`src/hw/rtl/multicore_fifo_dispatcher_unit_assert.svh`:
```
// ----------------------------------------------------------------------------
// Assertion macros for the FIFO dispatcher
// Clock aclk and active-low reset aresetn are taken from the using scope.
// ----------------------------------------------------------------------------
`ifndef MULTICORE_FIFO_DISPATCHER_UNIT_ASSERT_SVH
`define MULTICORE_FIFO_DISPATCHER_UNIT_ASSERT_SVH

// Same-cycle implication
`define MFD_ASSERT_NOW(lbl, ante, cons, msg) \
    lbl: assert property (@(posedge aclk) disable iff (!aresetn) (ante) |-> (cons)) \
        else $error(msg);

// Next-cycle implication
`define MFD_ASSERT_NEXT(lbl, ante, cons, msg) \
    lbl: assert property (@(posedge aclk) disable iff (!aresetn) (ante) |=> (cons)) \
        else $error(msg);

`endif

```
`src/hw/rtl/mfd_pkg.sv`:
```
`timescale 1ns / 1ps
`default_nettype none
// ----------------------------------------------------------------------------
// mfd_pkg
// Shared types, codes and defaults of the FIFO dispatcher.
// ----------------------------------------------------------------------------
package mfd_pkg;

    localparam int CPU_FIELD_W  = 3;
    localparam int TASK_FIELD_W = 8;
    localparam int QCOUNT_W     = 7;
    localparam int RR_W         = 10;
    localparam int ACTIVE_W     = 8;
    localparam int CPU_SPAN     = 8;
    localparam int CFG_INDEX_W  = 2;
    localparam int CFG_DATA_W   = 10;

    localparam int DEF_NUM_CPUS     = 8;
    localparam int DEF_QUEUE_DEPTH  = 64;
    localparam int DEF_TASK_ID_BITS = 8;

    localparam logic [RR_W-1:0]     RR_RESET     = 10'd5;
    localparam logic [ACTIVE_W-1:0] ACTIVE_RESET = 8'hFF;

    // Item kinds
    localparam logic [2:0] KIND_ENQUEUE = 3'd0;
    localparam logic [2:0] KIND_ACQUIRE = 3'd1;
    localparam logic [2:0] KIND_RELEASE = 3'd2;
    localparam logic [2:0] KIND_TICK    = 3'd3;
    localparam logic [2:0] KIND_YIELD   = 3'd4;
    localparam logic [2:0] KIND_HELPER  = 3'd5;

    // Configuration register indexes
    localparam logic [CFG_INDEX_W-1:0] REG_RR_INTERVAL = 2'd0;
    localparam logic [CFG_INDEX_W-1:0] REG_CPU_ACTIVE  = 2'd1;

    typedef struct packed {
        logic [2:0]              kind;
        logic [CPU_FIELD_W-1:0]  cpu;
        logic [TASK_FIELD_W-1:0] task_id;
        logic                    task_running;
    } mfd_item_t;

    typedef struct packed {
        logic                    assign_valid;
        logic [TASK_FIELD_W-1:0] assign_task;
        logic                    wake_valid;
        logic [CPU_FIELD_W-1:0]  wake_cpu;
        logic                    granted;
        logic                    dropped;
        logic [QCOUNT_W-1:0]     queue_count;
        logic                    cpu_idle;
    } mfd_result_t;

    // Controller to datapath commands
    typedef struct packed {
        logic capture;
        logic commit;
        logic cfg_we;
    } mfd_cmd_t;

endpackage
`default_nettype wire

```
`src/hw/rtl/mfd_ctrl.sv`:
```
`timescale 1ns / 1ps
`default_nettype none
// ----------------------------------------------------------------------------
// mfd_ctrl
// Handshake controller: capture, execute and result register valid.
// ----------------------------------------------------------------------------
module mfd_ctrl
    import mfd_pkg::*;
(
    input  wire logic aclk,
    input  wire logic aresetn,
    input  wire logic s_valid,
    output logic      s_ready,
    output logic      m_valid,
    input  wire logic m_ready,
    input  wire logic cfg_valid,
    output logic      cfg_ready,
    output mfd_cmd_t  cmd
);

    typedef enum logic {
        ST_IDLE,
        ST_EXEC
    } state_t;

    state_t state_reg;
    logic   m_valid_reg;

    assign s_ready     = (state_reg == ST_IDLE);
    assign cfg_ready   = (state_reg == ST_IDLE);
    assign m_valid     = m_valid_reg;
    assign cmd.capture = s_valid && s_ready;
    assign cmd.commit  = (state_reg == ST_EXEC) && (!m_valid_reg || m_ready);
    assign cmd.cfg_we  = cfg_valid && cfg_ready;

    always_ff @(posedge aclk) begin
        if (!aresetn) begin
            state_reg   <= ST_IDLE;
            m_valid_reg <= 1'b0;
        end else begin
            unique case (state_reg)
                ST_IDLE: begin
                    if (cmd.capture) begin
                        state_reg <= ST_EXEC;
                    end
                end
                ST_EXEC: begin
                    if (cmd.commit) begin
                        state_reg <= ST_IDLE;
                    end
                end
                default: begin
                    state_reg <= ST_IDLE;
                end
            endcase
            if (cmd.commit) begin
                m_valid_reg <= 1'b1;
            end else if (m_ready) begin
                m_valid_reg <= 1'b0;
            end
        end
    end

endmodule
`default_nettype wire

```
`src/hw/rtl/mfd_datapath.sv`:
```
`timescale 1ns / 1ps
`default_nettype none
// ----------------------------------------------------------------------------
// mfd_datapath
// Run queue memory, per-CPU slots and counters, dispatch logic, result register.
// ----------------------------------------------------------------------------
module mfd_datapath
    import mfd_pkg::*;
#(
    parameter int NUM_CPUS     = DEF_NUM_CPUS,
    parameter int QUEUE_DEPTH  = DEF_QUEUE_DEPTH,
    parameter int TASK_ID_BITS = DEF_TASK_ID_BITS
) (
    input  wire logic                   aclk,
    input  wire logic                   aresetn,
    input  wire mfd_cmd_t               cmd,
    input  wire mfd_item_t              s_data,
    input  wire logic [CFG_INDEX_W-1:0] cfg_index,
    input  wire logic [CFG_DATA_W-1:0]  cfg_data,
    output mfd_result_t                 m_data
);

    // Only CPUs that the cpu field can name take part
    localparam int LIVE_CPUS = (NUM_CPUS < CPU_SPAN) ? NUM_CPUS : CPU_SPAN;
    localparam int CIW       = $clog2(LIVE_CPUS);
    localparam int QIW       = $clog2(QUEUE_DEPTH);
    localparam int QLW       = $clog2(QUEUE_DEPTH + 1);
    localparam int TB        = TASK_ID_BITS;

    localparam logic [CPU_FIELD_W:0] LIVE_CNT   = (CPU_FIELD_W + 1)'(LIVE_CPUS);
    localparam logic [QLW-1:0]       QUEUE_FULL = QLW'(QUEUE_DEPTH);
    localparam logic [QIW-1:0]       PTR_LAST   = QIW'(QUEUE_DEPTH - 1);

    mfd_item_t              item_reg;
    logic [TB-1:0]          mem [QUEUE_DEPTH];
    logic [TB-1:0]          rd_data_reg;
    logic [QIW-1:0]         head_reg, head_next;
    logic [QIW-1:0]         tail_reg, tail_next;
    logic [QLW-1:0]         len_reg, len_next;
    logic [RR_W-1:0]        rr_reg;
    logic [ACTIVE_W-1:0]    active_reg;
    logic [LIVE_CPUS-1:0]   ready_reg, ready_next;
    logic [LIVE_CPUS-1:0]   slot_full_reg;
    logic [TB-1:0]          slot_task_reg [LIVE_CPUS];
    logic [RR_W-1:0]        tick_reg [LIVE_CPUS];
    logic [LIVE_CPUS-1:0]   resched_reg;
    mfd_result_t            out_reg, out_next;

    logic [LIVE_CPUS-1:0]   active_vec;
    logic [LIVE_CPUS-1:0]   busy_vec;
    logic [LIVE_CPUS-1:0]   self_bit;
    logic [LIVE_CPUS-1:0]   wake_mask;
    logic [CIW-1:0]         cidx;
    logic                   in_range;
    logic                   ok;
    logic [TB+TASK_FIELD_W-1:0] task_ext;
    logic [TB-1:0]          item_task;
    logic                   full0, full_next;
    logic [TB-1:0]          task0, task_next;
    logic                   resched_next;
    logic [RR_W-1:0]        tick_next;
    logic [RR_W:0]          tick_sum;
    logic                   pop, try_push, push, do_wake;
    logic                   wake_found;
    logic [CIW-1:0]         wake_idx;
    logic [QLW-1:0]         len_pop;
    logic                   av, wv, gr, dr;
    logic [TB+TASK_FIELD_W-1:0] out_task_ext;
    logic [QLW+QCOUNT_W-1:0]    count_ext;

    assign active_vec = active_reg[LIVE_CPUS-1:0];
    assign busy_vec   = ~active_vec | slot_full_reg;
    assign in_range   = {1'b0, item_reg.cpu} < LIVE_CNT;
    assign cidx       = item_reg.cpu[CIW-1:0];
    assign ok         = in_range && active_vec[cidx];
    assign self_bit   = LIVE_CPUS'(1) << cidx;
    assign task_ext   = {{TB{1'b0}}, item_reg.task_id};
    assign item_task  = task_ext[TB-1:0];
    assign full0      = slot_full_reg[cidx];
    assign task0      = slot_task_reg[cidx];

    always_comb begin
        full_next    = full0;
        task_next    = task0;
        resched_next = resched_reg[cidx];
        tick_next    = tick_reg[cidx];
        tick_sum     = {1'b0, tick_reg[cidx]} + 1'b1;
        ready_next   = ready_reg;
        pop          = 1'b0;
        try_push     = 1'b0;
        push         = 1'b0;
        do_wake      = 1'b0;
        av           = 1'b0;
        wv           = 1'b0;
        gr           = 1'b0;
        dr           = 1'b0;

        if (ok) begin
            unique case (item_reg.kind)
                KIND_ENQUEUE: begin
                    if (!full0) begin
                        full_next = 1'b1;
                        task_next = item_task;
                        av        = 1'b1;
                    end else begin
                        try_push = 1'b1;
                    end
                end
                KIND_ACQUIRE: begin
                    // pending reschedule: select before the grant check
                    if (resched_reg[cidx]) begin
                        resched_next = 1'b0;
                        if (len_reg != '0) begin
                            pop       = 1'b1;
                            full_next = 1'b1;
                            task_next = rd_data_reg;
                            av        = 1'b1;
                        end else begin
                            full_next = 1'b0;
                        end
                    end
                    if (!full_next || task_next == item_task) begin
                        full_next = 1'b1;
                        task_next = item_task;
                        av        = 1'b1;
                        gr        = 1'b1;
                    end else begin
                        try_push = 1'b1;
                    end
                end
                KIND_RELEASE: begin
                    if (full0 && task0 == item_task) begin
                        resched_next = 1'b0;
                        if (len_reg != '0) begin
                            pop       = 1'b1;
                            task_next = rd_data_reg;
                            av        = 1'b1;
                        end else begin
                            full_next = 1'b0;
                        end
                    end
                end
                KIND_TICK: begin
                    if (item_reg.task_running) begin
                        if (tick_sum >= {1'b0, rr_reg}) begin
                            tick_sum     = '0;
                            resched_next = 1'b1;
                        end
                        tick_next = tick_sum[RR_W-1:0];
                    end
                end
                KIND_YIELD: begin
                    resched_next = 1'b1;
                end
                KIND_HELPER: begin
                    ready_next[cidx] = 1'b1;
                    if (full0) begin
                        do_wake = (len_reg != '0);
                    end else if (len_reg != '0) begin
                        pop       = 1'b1;
                        full_next = 1'b1;
                        task_next = rd_data_reg;
                        av        = 1'b1;
                    end
                end
                default: begin
                end
            endcase
        end

        // Queue pointers: pop first, then push behind it
        len_pop   = pop ? len_reg - 1'b1 : len_reg;
        head_next = pop ? ((head_reg == PTR_LAST) ? '0 : head_reg + 1'b1) : head_reg;
        tail_next = tail_reg;
        len_next  = len_pop;
        if (try_push) begin
            if (len_pop == QUEUE_FULL) begin
                dr = 1'b1;
            end else begin
                push      = 1'b1;
                tail_next = (tail_reg == PTR_LAST) ? '0 : tail_reg + 1'b1;
                len_next  = len_pop + 1'b1;
                do_wake   = 1'b1;
            end
        end

        // Wake the lowest ready idle CPU other than this one
        wake_mask  = ready_next & ~busy_vec & ~self_bit;
        wake_found = 1'b0;
        wake_idx   = '0;
        for (int i = LIVE_CPUS - 1; i >= 0; i--) begin
            if (wake_mask[i]) begin
                wake_found = 1'b1;
                wake_idx   = CIW'(i);
            end
        end
        if (do_wake && wake_found) begin
            ready_next[wake_idx] = 1'b0;
            wv                   = 1'b1;
        end

        out_task_ext          = {{TASK_FIELD_W{1'b0}}, task_next};
        count_ext             = {{QCOUNT_W{1'b0}}, len_next};
        out_next.assign_valid = av;
        out_next.assign_task  = av ? out_task_ext[TASK_FIELD_W-1:0] : '0;
        out_next.wake_valid   = wv;
        out_next.wake_cpu     = wv ? CPU_FIELD_W'(wake_idx) : '0;
        out_next.granted      = gr;
        out_next.dropped      = dr;
        out_next.queue_count  = count_ext[QCOUNT_W-1:0];
        out_next.cpu_idle     = in_range ? !full_next : 1'b1;
    end

    // Run queue memory: head read on capture, tail write on commit
    always_ff @(posedge aclk) begin
        if (cmd.capture) begin
            rd_data_reg <= mem[head_reg];
        end
        if (cmd.commit && push) begin
            mem[tail_reg] <= item_task;
        end
    end

    // Payload registers
    always_ff @(posedge aclk) begin
        if (cmd.capture) begin
            item_reg <= s_data;
        end
        if (cmd.commit) begin
            slot_task_reg[cidx] <= task_next;
            out_reg             <= out_next;
        end
    end

    always_ff @(posedge aclk) begin
        if (!aresetn) begin
            head_reg      <= '0;
            tail_reg      <= '0;
            len_reg       <= '0;
            rr_reg        <= RR_RESET;
            active_reg    <= ACTIVE_RESET;
            ready_reg     <= ACTIVE_RESET[LIVE_CPUS-1:0];
            slot_full_reg <= '0;
            resched_reg   <= '0;
            tick_reg      <= '{default: '0};
        end else if (cmd.commit) begin
            head_reg            <= head_next;
            tail_reg            <= tail_next;
            len_reg             <= len_next;
            ready_reg           <= ready_next;
            slot_full_reg[cidx] <= full_next;
            resched_reg[cidx]   <= resched_next;
            tick_reg[cidx]      <= tick_next;
        end else if (cmd.cfg_we) begin
            if (cfg_index == REG_RR_INTERVAL) begin
                rr_reg <= cfg_data[RR_W-1:0];
            end else if (cfg_index == REG_CPU_ACTIVE) begin
                active_reg <= cfg_data[ACTIVE_W-1:0];
                // drop ready on CPUs leaving dispatch
                ready_reg  <= ready_reg & cfg_data[LIVE_CPUS-1:0];
            end
        end
    end

    assign m_data = out_reg;

endmodule
`default_nettype wire

```
`src/hw/rtl/multicore_fifo_dispatcher_unit.sv`:
```
`timescale 1ns / 1ps
`default_nettype none
// ----------------------------------------------------------------------------
// multicore_fifo_dispatcher_unit
// Global FIFO run queue dispatcher for a small multicore cluster.
// ----------------------------------------------------------------------------
//
//  Channel  Dir  Handshake             Payload
//  s_       in   s_valid / s_ready     s_data   (mfd_item_t: kind, cpu, task)
//  m_       out  m_valid / m_ready     m_data   (mfd_result_t, one per item)
//  cfg_     in   cfg_valid / cfg_ready cfg_index, cfg_data
//
//  Each item passes a transfer state and then an execute state: the transfer
//  reads the run queue head from its memory, the execute state computes and
//  writes back state, the queue tail and the result register. The single
//  memory port pair sets this. The execute cycle waits while the result
//  register holds an untaken result; a new item is taken while a result
//  waits. Reset is synchronous; the queue memory needs no clearing pass.
//
`include "multicore_fifo_dispatcher_unit_assert.svh"

module multicore_fifo_dispatcher_unit
    import mfd_pkg::*;
#(
    parameter int NUM_CPUS     = DEF_NUM_CPUS,
    parameter int QUEUE_DEPTH  = DEF_QUEUE_DEPTH,
    parameter int TASK_ID_BITS = DEF_TASK_ID_BITS
) (
    input  wire logic                   aclk,
    input  wire logic                   aresetn,
    input  wire logic                   s_valid,
    output logic                        s_ready,
    input  wire mfd_item_t              s_data,
    output logic                        m_valid,
    input  wire logic                   m_ready,
    output mfd_result_t                 m_data,
    input  wire logic                   cfg_valid,
    output logic                        cfg_ready,
    input  wire logic [CFG_INDEX_W-1:0] cfg_index,
    input  wire logic [CFG_DATA_W-1:0]  cfg_data
);

    // Commands from the controller drive every datapath register update
    mfd_cmd_t cmd;

    // Controller: sequences capture and execute, owns the result valid
    mfd_ctrl u_ctrl (
        .aclk      (aclk),
        .aresetn   (aresetn),
        .s_valid   (s_valid),
        .s_ready   (s_ready),
        .m_valid   (m_valid),
        .m_ready   (m_ready),
        .cfg_valid (cfg_valid),
        .cfg_ready (cfg_ready),
        .cmd       (cmd)
    );

    // Datapath: run queue, per-CPU slots, masks and the result register
    mfd_datapath #(
        .NUM_CPUS     (NUM_CPUS),
        .QUEUE_DEPTH  (QUEUE_DEPTH),
        .TASK_ID_BITS (TASK_ID_BITS)
    ) u_datapath (
        .aclk      (aclk),
        .aresetn   (aresetn),
        .cmd       (cmd),
        .s_data    (s_data),
        .cfg_index (cfg_index),
        .cfg_data  (cfg_data),
        .m_data    (m_data)
    );

    // An accepted item holds off further transfers during its execute state
    `MFD_ASSERT_NEXT(a_accept_blocks, s_valid && s_ready, !s_ready && !cfg_ready, "accept not followed by execute")
    // Execution always presents a result in the next cycle
    `MFD_ASSERT_NEXT(a_commit_result, cmd.commit, m_valid, "commit did not raise m_valid")
    // Never overwrite a result that has not been taken
    `MFD_ASSERT_NOW(a_no_overwrite, cmd.commit, !m_valid || m_ready, "result overwritten")
    // Configuration never lands while an item executes
    `MFD_ASSERT_NOW(a_cfg_idle, cfg_valid && cfg_ready, !cmd.commit, "config during execute")

endmodule
`default_nettype wire

```
`config.mk`:
```
export PLATFORM = sky130hd
export DESIGN_NAME = multicore_fifo_dispatcher_unit
export DESIGN_NICKNAME = d
export VERILOG_FILES = /design/src/hw/rtl/mfd_pkg.sv /design/src/hw/rtl/mfd_ctrl.sv /design/src/hw/rtl/mfd_datapath.sv /design/src/hw/rtl/multicore_fifo_dispatcher_unit.sv
export VERILOG_INCLUDE_DIRS = /design/src /design/src/hw/rtl
export SDC_FILE = /design/constraint.sdc
export NUM_CORES = 1
export LEC_CHECK = 0
export ABC_AREA = 0
export BUFFER_PORTS_ARGS = -buffer_cell sky130_fd_sc_hd__buf_2
export CAP_MARGIN = 20
export CORE_MARGIN = 2
export CORE_UTILIZATION = 25
export CTS_BUF_LIST = sky130_fd_sc_hd__clkbuf_8 sky130_fd_sc_hd__clkbuf_16
export DETAILED_ROUTE_END_ITERATION = 10
export REMOVE_ABC_BUFFERS = 1
export SLEW_MARGIN = 20
export SYNTH_ARGS = -nofsm -noshare
export SYNTH_HDL_FRONTEND = slang
export SYNTH_SLANG_ARGS = --single-unit
```
`constraint.sdc`:
```
create_clock -name aclk -period 4.6 [get_ports aclk]
set_clock_uncertainty 0.05 [all_clocks]
set_input_delay 0.69 -clock aclk [delete_from_list [all_inputs] [get_ports aclk]]
set_output_delay 0.69 -clock aclk [all_outputs]
set_load 0.02 [all_outputs]
```
==> impl_results.rst <==
.. list-table::
   :header-rows: 1

   * - Metric
     - Value
   * - Die extent in x
     - 363 um
   * - Combined buffer and inverter count along the critical path
     - 5
   * - Cell leakage power
     - 12.9 nW
   * - Cell breakdown of the critical path
     - buf_12 -> mux2_1 -> o22ai_2 -> nor3_2 -> a2111o_1 -> or3_4 -> nor3_4 -> o21ai_4 -> mux2i_1 -> inv_1 -> ha_2 -> nand2_1 -> nor2_1 -> o21ai_1 -> a21oi_2 -> and4b_2 -> nor3_4 -> buf_12 -> nand3b_4 -> buf_12 -> nor2_4 -> buf_6
   * - Highest ir drop seen on vdd
     - 0.000281 V
   * - CTS Buf Count
     - 84
   * - Part of the cycle the worst path needs
     - 102%
   * - Number of hold violations in the final report
     - 0
   * - Required time at the worst-slack endpoint
     - 4.93 ns
   * - Syn Area/Cell
     - 15.9 um^2
   * - Violated checks
     - negative setup slack
   * - DRC
     - 0
   * - # Max-Cap Violations
     - 0
   * - Fraction of layout instances using a drive strength above 1
     - 31.5%
   * - Total Die Area
     - 132000 um^2
   * - Per-cell via count in the routed design
     - 4.76
   * - Area added between synthesis and finish
     - 22.5%
   * - Boundary pin count
     - 58
   * - Fill count
     - 12440
   * - Slew at the pin closest to its max-slew limit
     - 1.11 ns
   * - Library cell used as clock root buffer
     - sky130_fd_sc_hd__clkbuf_16
   * - Final RePlAce weighted congestion
     - 0.843
   * - Count of hold buffers inserted by post-cts repair
     - 0
   * - Clock transition at the register clock pins on the worst setup and hold paths after CTS
     - 0.06 ns
   * - Share of the synthesized area in compound gates (AO/OA/AOI/OAI)
     - 6.37%
   * - Highest achievable clock rate
     - 0.212 GHz
   * - Antenna-violating nets left
     - 0
   * - Fraction of synthesized cell area taken by the top area cell type
     - 58.0%
   * - Maximum number of pins on one net before global-route repair
     - 82
   * - Post-synthesis sequential area ratio
     - 67.1%
   * - Antenna violations before repair
     - 5
   * - Slew HR
     - 25.9%
   * - Cell types with the largest area share after synthesis
     - sky130_fd_sc_hd__edfxtp_1 (58%), sky130_fd_sc_hd__mux4_2 (14%), sky130_fd_sc_hd__dfxtp_1 (9.1%)
   * - Number of setup violations in the final report
     - 281
   * - Number of enable flip-flop cells after synthesis
     - 622
   * - Status
     - finished, violations left
   * - Area fraction in and, or, nand and nor cells after synthesis
     - 7.36%
   * - Seq cells post-synth
     - 768
   * - Maximum net fanout on the critical path
     - 8
   * - Total power density per cell area
     - 390 nW/um^2
   * - Starting utilization of the core area
     - 25.2%
   * - Area taken by multi-input logic gates
     - 10500 um^2
   * - Largest area contributor in the synthesized netlist
     - sky130_fd_sc_hd__edfxtp_1
   * - Clock sink count
     - 768
   * - Worst Setup End Kind
     - flop
   * - Congestion Overflow GR
     - 0
   * - Maximum level of the CTS H-tree
     - 3
   * - Overall Global Routing Usage
     - 12.5%
   * - Wire per inst
     - 21.1 um
   * - Global-route wire length before repair
     - 125000 um
   * - Worst-skew pair later-pin latency
     - 0.68 ns
   * - CTS tree
     - built
   * - Number of iterations in the first detailed-routing pass
     - 5
   * - Adder-cell share of the synthesized area
     - 0.622%
   * - Number of global-route vias before repair
     - 18858
   * - Total Routed Length
     - 84300 um
   * - Final worst slack
     - -0.110 ns
   * - Critical path's top delay family
     - simple AND/OR/NAND/NOR gates
   * - Largest stage delay on the critical path
     - 0.43 ns
   * - Cell area after synthesis
     - 32200 um^2
   * - Crit path arrival time
     - 5.04 ns
   * - Post-Synth XOR/XNOR Area
     - 0.734%
   * - Worst Hold Slack
     - 0.136 ns
   * - Number of placement rows
     - 131
   * - Total Nets Final
     - 2317
   * - Combined flip-flop and latch cell area
     - 21600 um^2
   * - Crit path launch type
     - flop
   * - Final core area utilization
     - 30.9%
   * - Cell count after synthesis
     - 2025
   * - Most frequent cells in the layout
     - sky130_fd_sc_hd__edfxtp_1 (622), sky130_fd_sc_hd__mux4_2 (196), sky130_fd_sc_hd__nor2_1 (168)
   * - Core box area
     - 128000 um^2
   * - Antenna diodes
     - 0
   * - Placed wire-length estimate
     - 54600 um
   * - Hold Path Class
     - in -> reg
   * - Vertical extent of the die
     - 363 um
   * - Minimum clock period
     - 4.71 ns
   * - Synth unique cells
     - 84
   * - Leading cell type in the layout, fill and taps excluded
     - sky130_fd_sc_hd__edfxtp_1
   * - Share of synthesized area spent on multiplexers
     - 15.8%
   * - Count of routing violations after the opening detailed-route iteration
     - 1797
   * - Unrepaired setup endpoints after global routing
     - yes
   * - CTS max path bufs
     - 3
   * - Total of buffers placed on input and output ports
     - 57
   * - Start-to-end type of the worst setup path
     - reg -> reg
   * - Ys Warns
     - 0
   * - Ys flop type
     - sky130_fd_sc_hd__edfxtp_1
   * - Flip-flop count of the largest register, all copies and words added
     - 512
   * - Max-slew violation count
     - 0
   * - Most frequent CP cell
     - sky130_fd_sc_hd__buf_12
   * - Largest family of logic cells by synthesized area
     - multiplexers
   * - DR vias
     - 19037
   * - Slowest library cell on the worst path
     - sky130_fd_sc_hd__or3_4
   * - Async S/R FF share, synth
     - 0%
worst reg2reg max path, cell delays in order (launching register included):
cell                       delay (ns)
sky130_fd_sc_hd__dfxtp_4         0.37
sky130_fd_sc_hd__buf_12          0.13
sky130_fd_sc_hd__mux2_1          0.35
sky130_fd_sc_hd__o22ai_2         0.18
sky130_fd_sc_hd__nor3_2          0.08
sky130_fd_sc_hd__a2111o_1        0.39
sky130_fd_sc_hd__or3_4           0.43
sky130_fd_sc_hd__nor3_4          0.27
sky130_fd_sc_hd__o21ai_4         0.12
sky130_fd_sc_hd__mux2i_1         0.21
sky130_fd_sc_hd__inv_1           0.10
sky130_fd_sc_hd__ha_2            0.18
sky130_fd_sc_hd__nand2_1         0.06
sky130_fd_sc_hd__nor2_1          0.04
sky130_fd_sc_hd__o21ai_1         0.12
sky130_fd_sc_hd__a21oi_2         0.07
sky130_fd_sc_hd__and4b_2         0.28
sky130_fd_sc_hd__nor3_4          0.23
sky130_fd_sc_hd__buf_12          0.17
sky130_fd_sc_hd__nand3b_4        0.11
sky130_fd_sc_hd__buf_12          0.20
sky130_fd_sc_hd__nor2_4          0.09
sky130_fd_sc_hd__buf_6           0.17
cell families after synthesis:
kind of cell    count (synthesis)
simple gates                  494
mux                           261
flops                         768
buf+inv                       159
compound gates                300
xor+xnor                       27
fa+ha+maj                      16
cell type report:
cell class,count,area share (%)
clock buffers,87,5.43
flip-flops and latches,768,54.8
repair buffers,273,6.06
clock inverters,65,1.50
multi-input cells,1098,26.5
well taps,1662,5.27
inverters,44,0.422
layer usage:
layer  track usage [%]  vias up  part of all wire [%]
met2              20.7      561                    49
met3              2.22      108                   5.9
met4              3.31        4                   1.8
li1                  -     8510                     -
met1              17.0     9854                    43
met5                 0        -                 0.040
cell usage after synthesis (6+ instances only):
cell                         n
sky130_fd_sc_hd__a211oi_1   77
sky130_fd_sc_hd__a21oi_1    66
sky130_fd_sc_hd__a31oi_1    12
sky130_fd_sc_hd__and2_1     21
sky130_fd_sc_hd__and3_1     24
sky130_fd_sc_hd__buf_1      15
sky130_fd_sc_hd__buf_2      10
sky130_fd_sc_hd__buf_4       7
sky130_fd_sc_hd__clkbuf_1   82
sky130_fd_sc_hd__dfxtp_1   146
sky130_fd_sc_hd__edfxtp_1  622
sky130_fd_sc_hd__ha_1       16
sky130_fd_sc_hd__inv_1      44
sky130_fd_sc_hd__mux2_2     17
sky130_fd_sc_hd__mux2i_1    43
sky130_fd_sc_hd__mux4_2    196
sky130_fd_sc_hd__nand2_1   106
sky130_fd_sc_hd__nand2b_1   10
sky130_fd_sc_hd__nand3_1    21
sky130_fd_sc_hd__nand4_1    10
sky130_fd_sc_hd__nor2_1    203
sky130_fd_sc_hd__nor2b_1    20
sky130_fd_sc_hd__nor3_1     19
sky130_fd_sc_hd__nor3b_1     7
sky130_fd_sc_hd__nor4_1     10
sky130_fd_sc_hd__o211ai_1    6
sky130_fd_sc_hd__o21ai_0    44
sky130_fd_sc_hd__o21ai_1     7
sky130_fd_sc_hd__o31ai_1     6
sky130_fd_sc_hd__or3_1       8
sky130_fd_sc_hd__xnor2_1    11
sky130_fd_sc_hd__xor2_1     16
report_power, final:
part | switching (mW) | internal (mW)
clock network | 2.90 | 3.76
registers | 0.0565 | 7.62
logic | 0.650 | 0.381
total | 3.61 | 11.8
through the flow:
stage | power [mW] | TNS [ns] | area [um^2] | instances | worst slack, ns
CTS | 15.5 | 0 | 38800 | 3993 | 0.00593
finish | 15.4 | -17.29 | 39400 | 3997 | -0.110
detailed placement | 8.81 | -3.84 | 36000 | 3840 | -0.0756
floorplan | 8.38 | -489.27 | 31700 | 1910 | -2.65
global placement | 8.81 | -7.86 | 36000 | 3840 | -0.108
global route | 15.9 | -99.83 | 39400 | 3997 | -0.285
worst paths after layout:
kind                              to  slack (ns)                  from  cells past startpoint
max            u_datapath.mem[23][4]       -0.11                  flop                     22
min          u_datapath.item_task[0]        0.14             s_data[1]                      1
max reg2reg    u_datapath.mem[23][4]       -0.11                  flop                     22
min reg2reg     u_datapath.rr_reg[4]        0.40  u_datapath.rr_reg[4]                      2
what timing repair did:
item                       in CTS  in global routing
pin swaps                       1                 25
cloned                          0                  1
gates resized for setup        10                176
setup endpoints to repair     281                633
setup buffers                   1                  8
(Power assumes the default switching activity.)
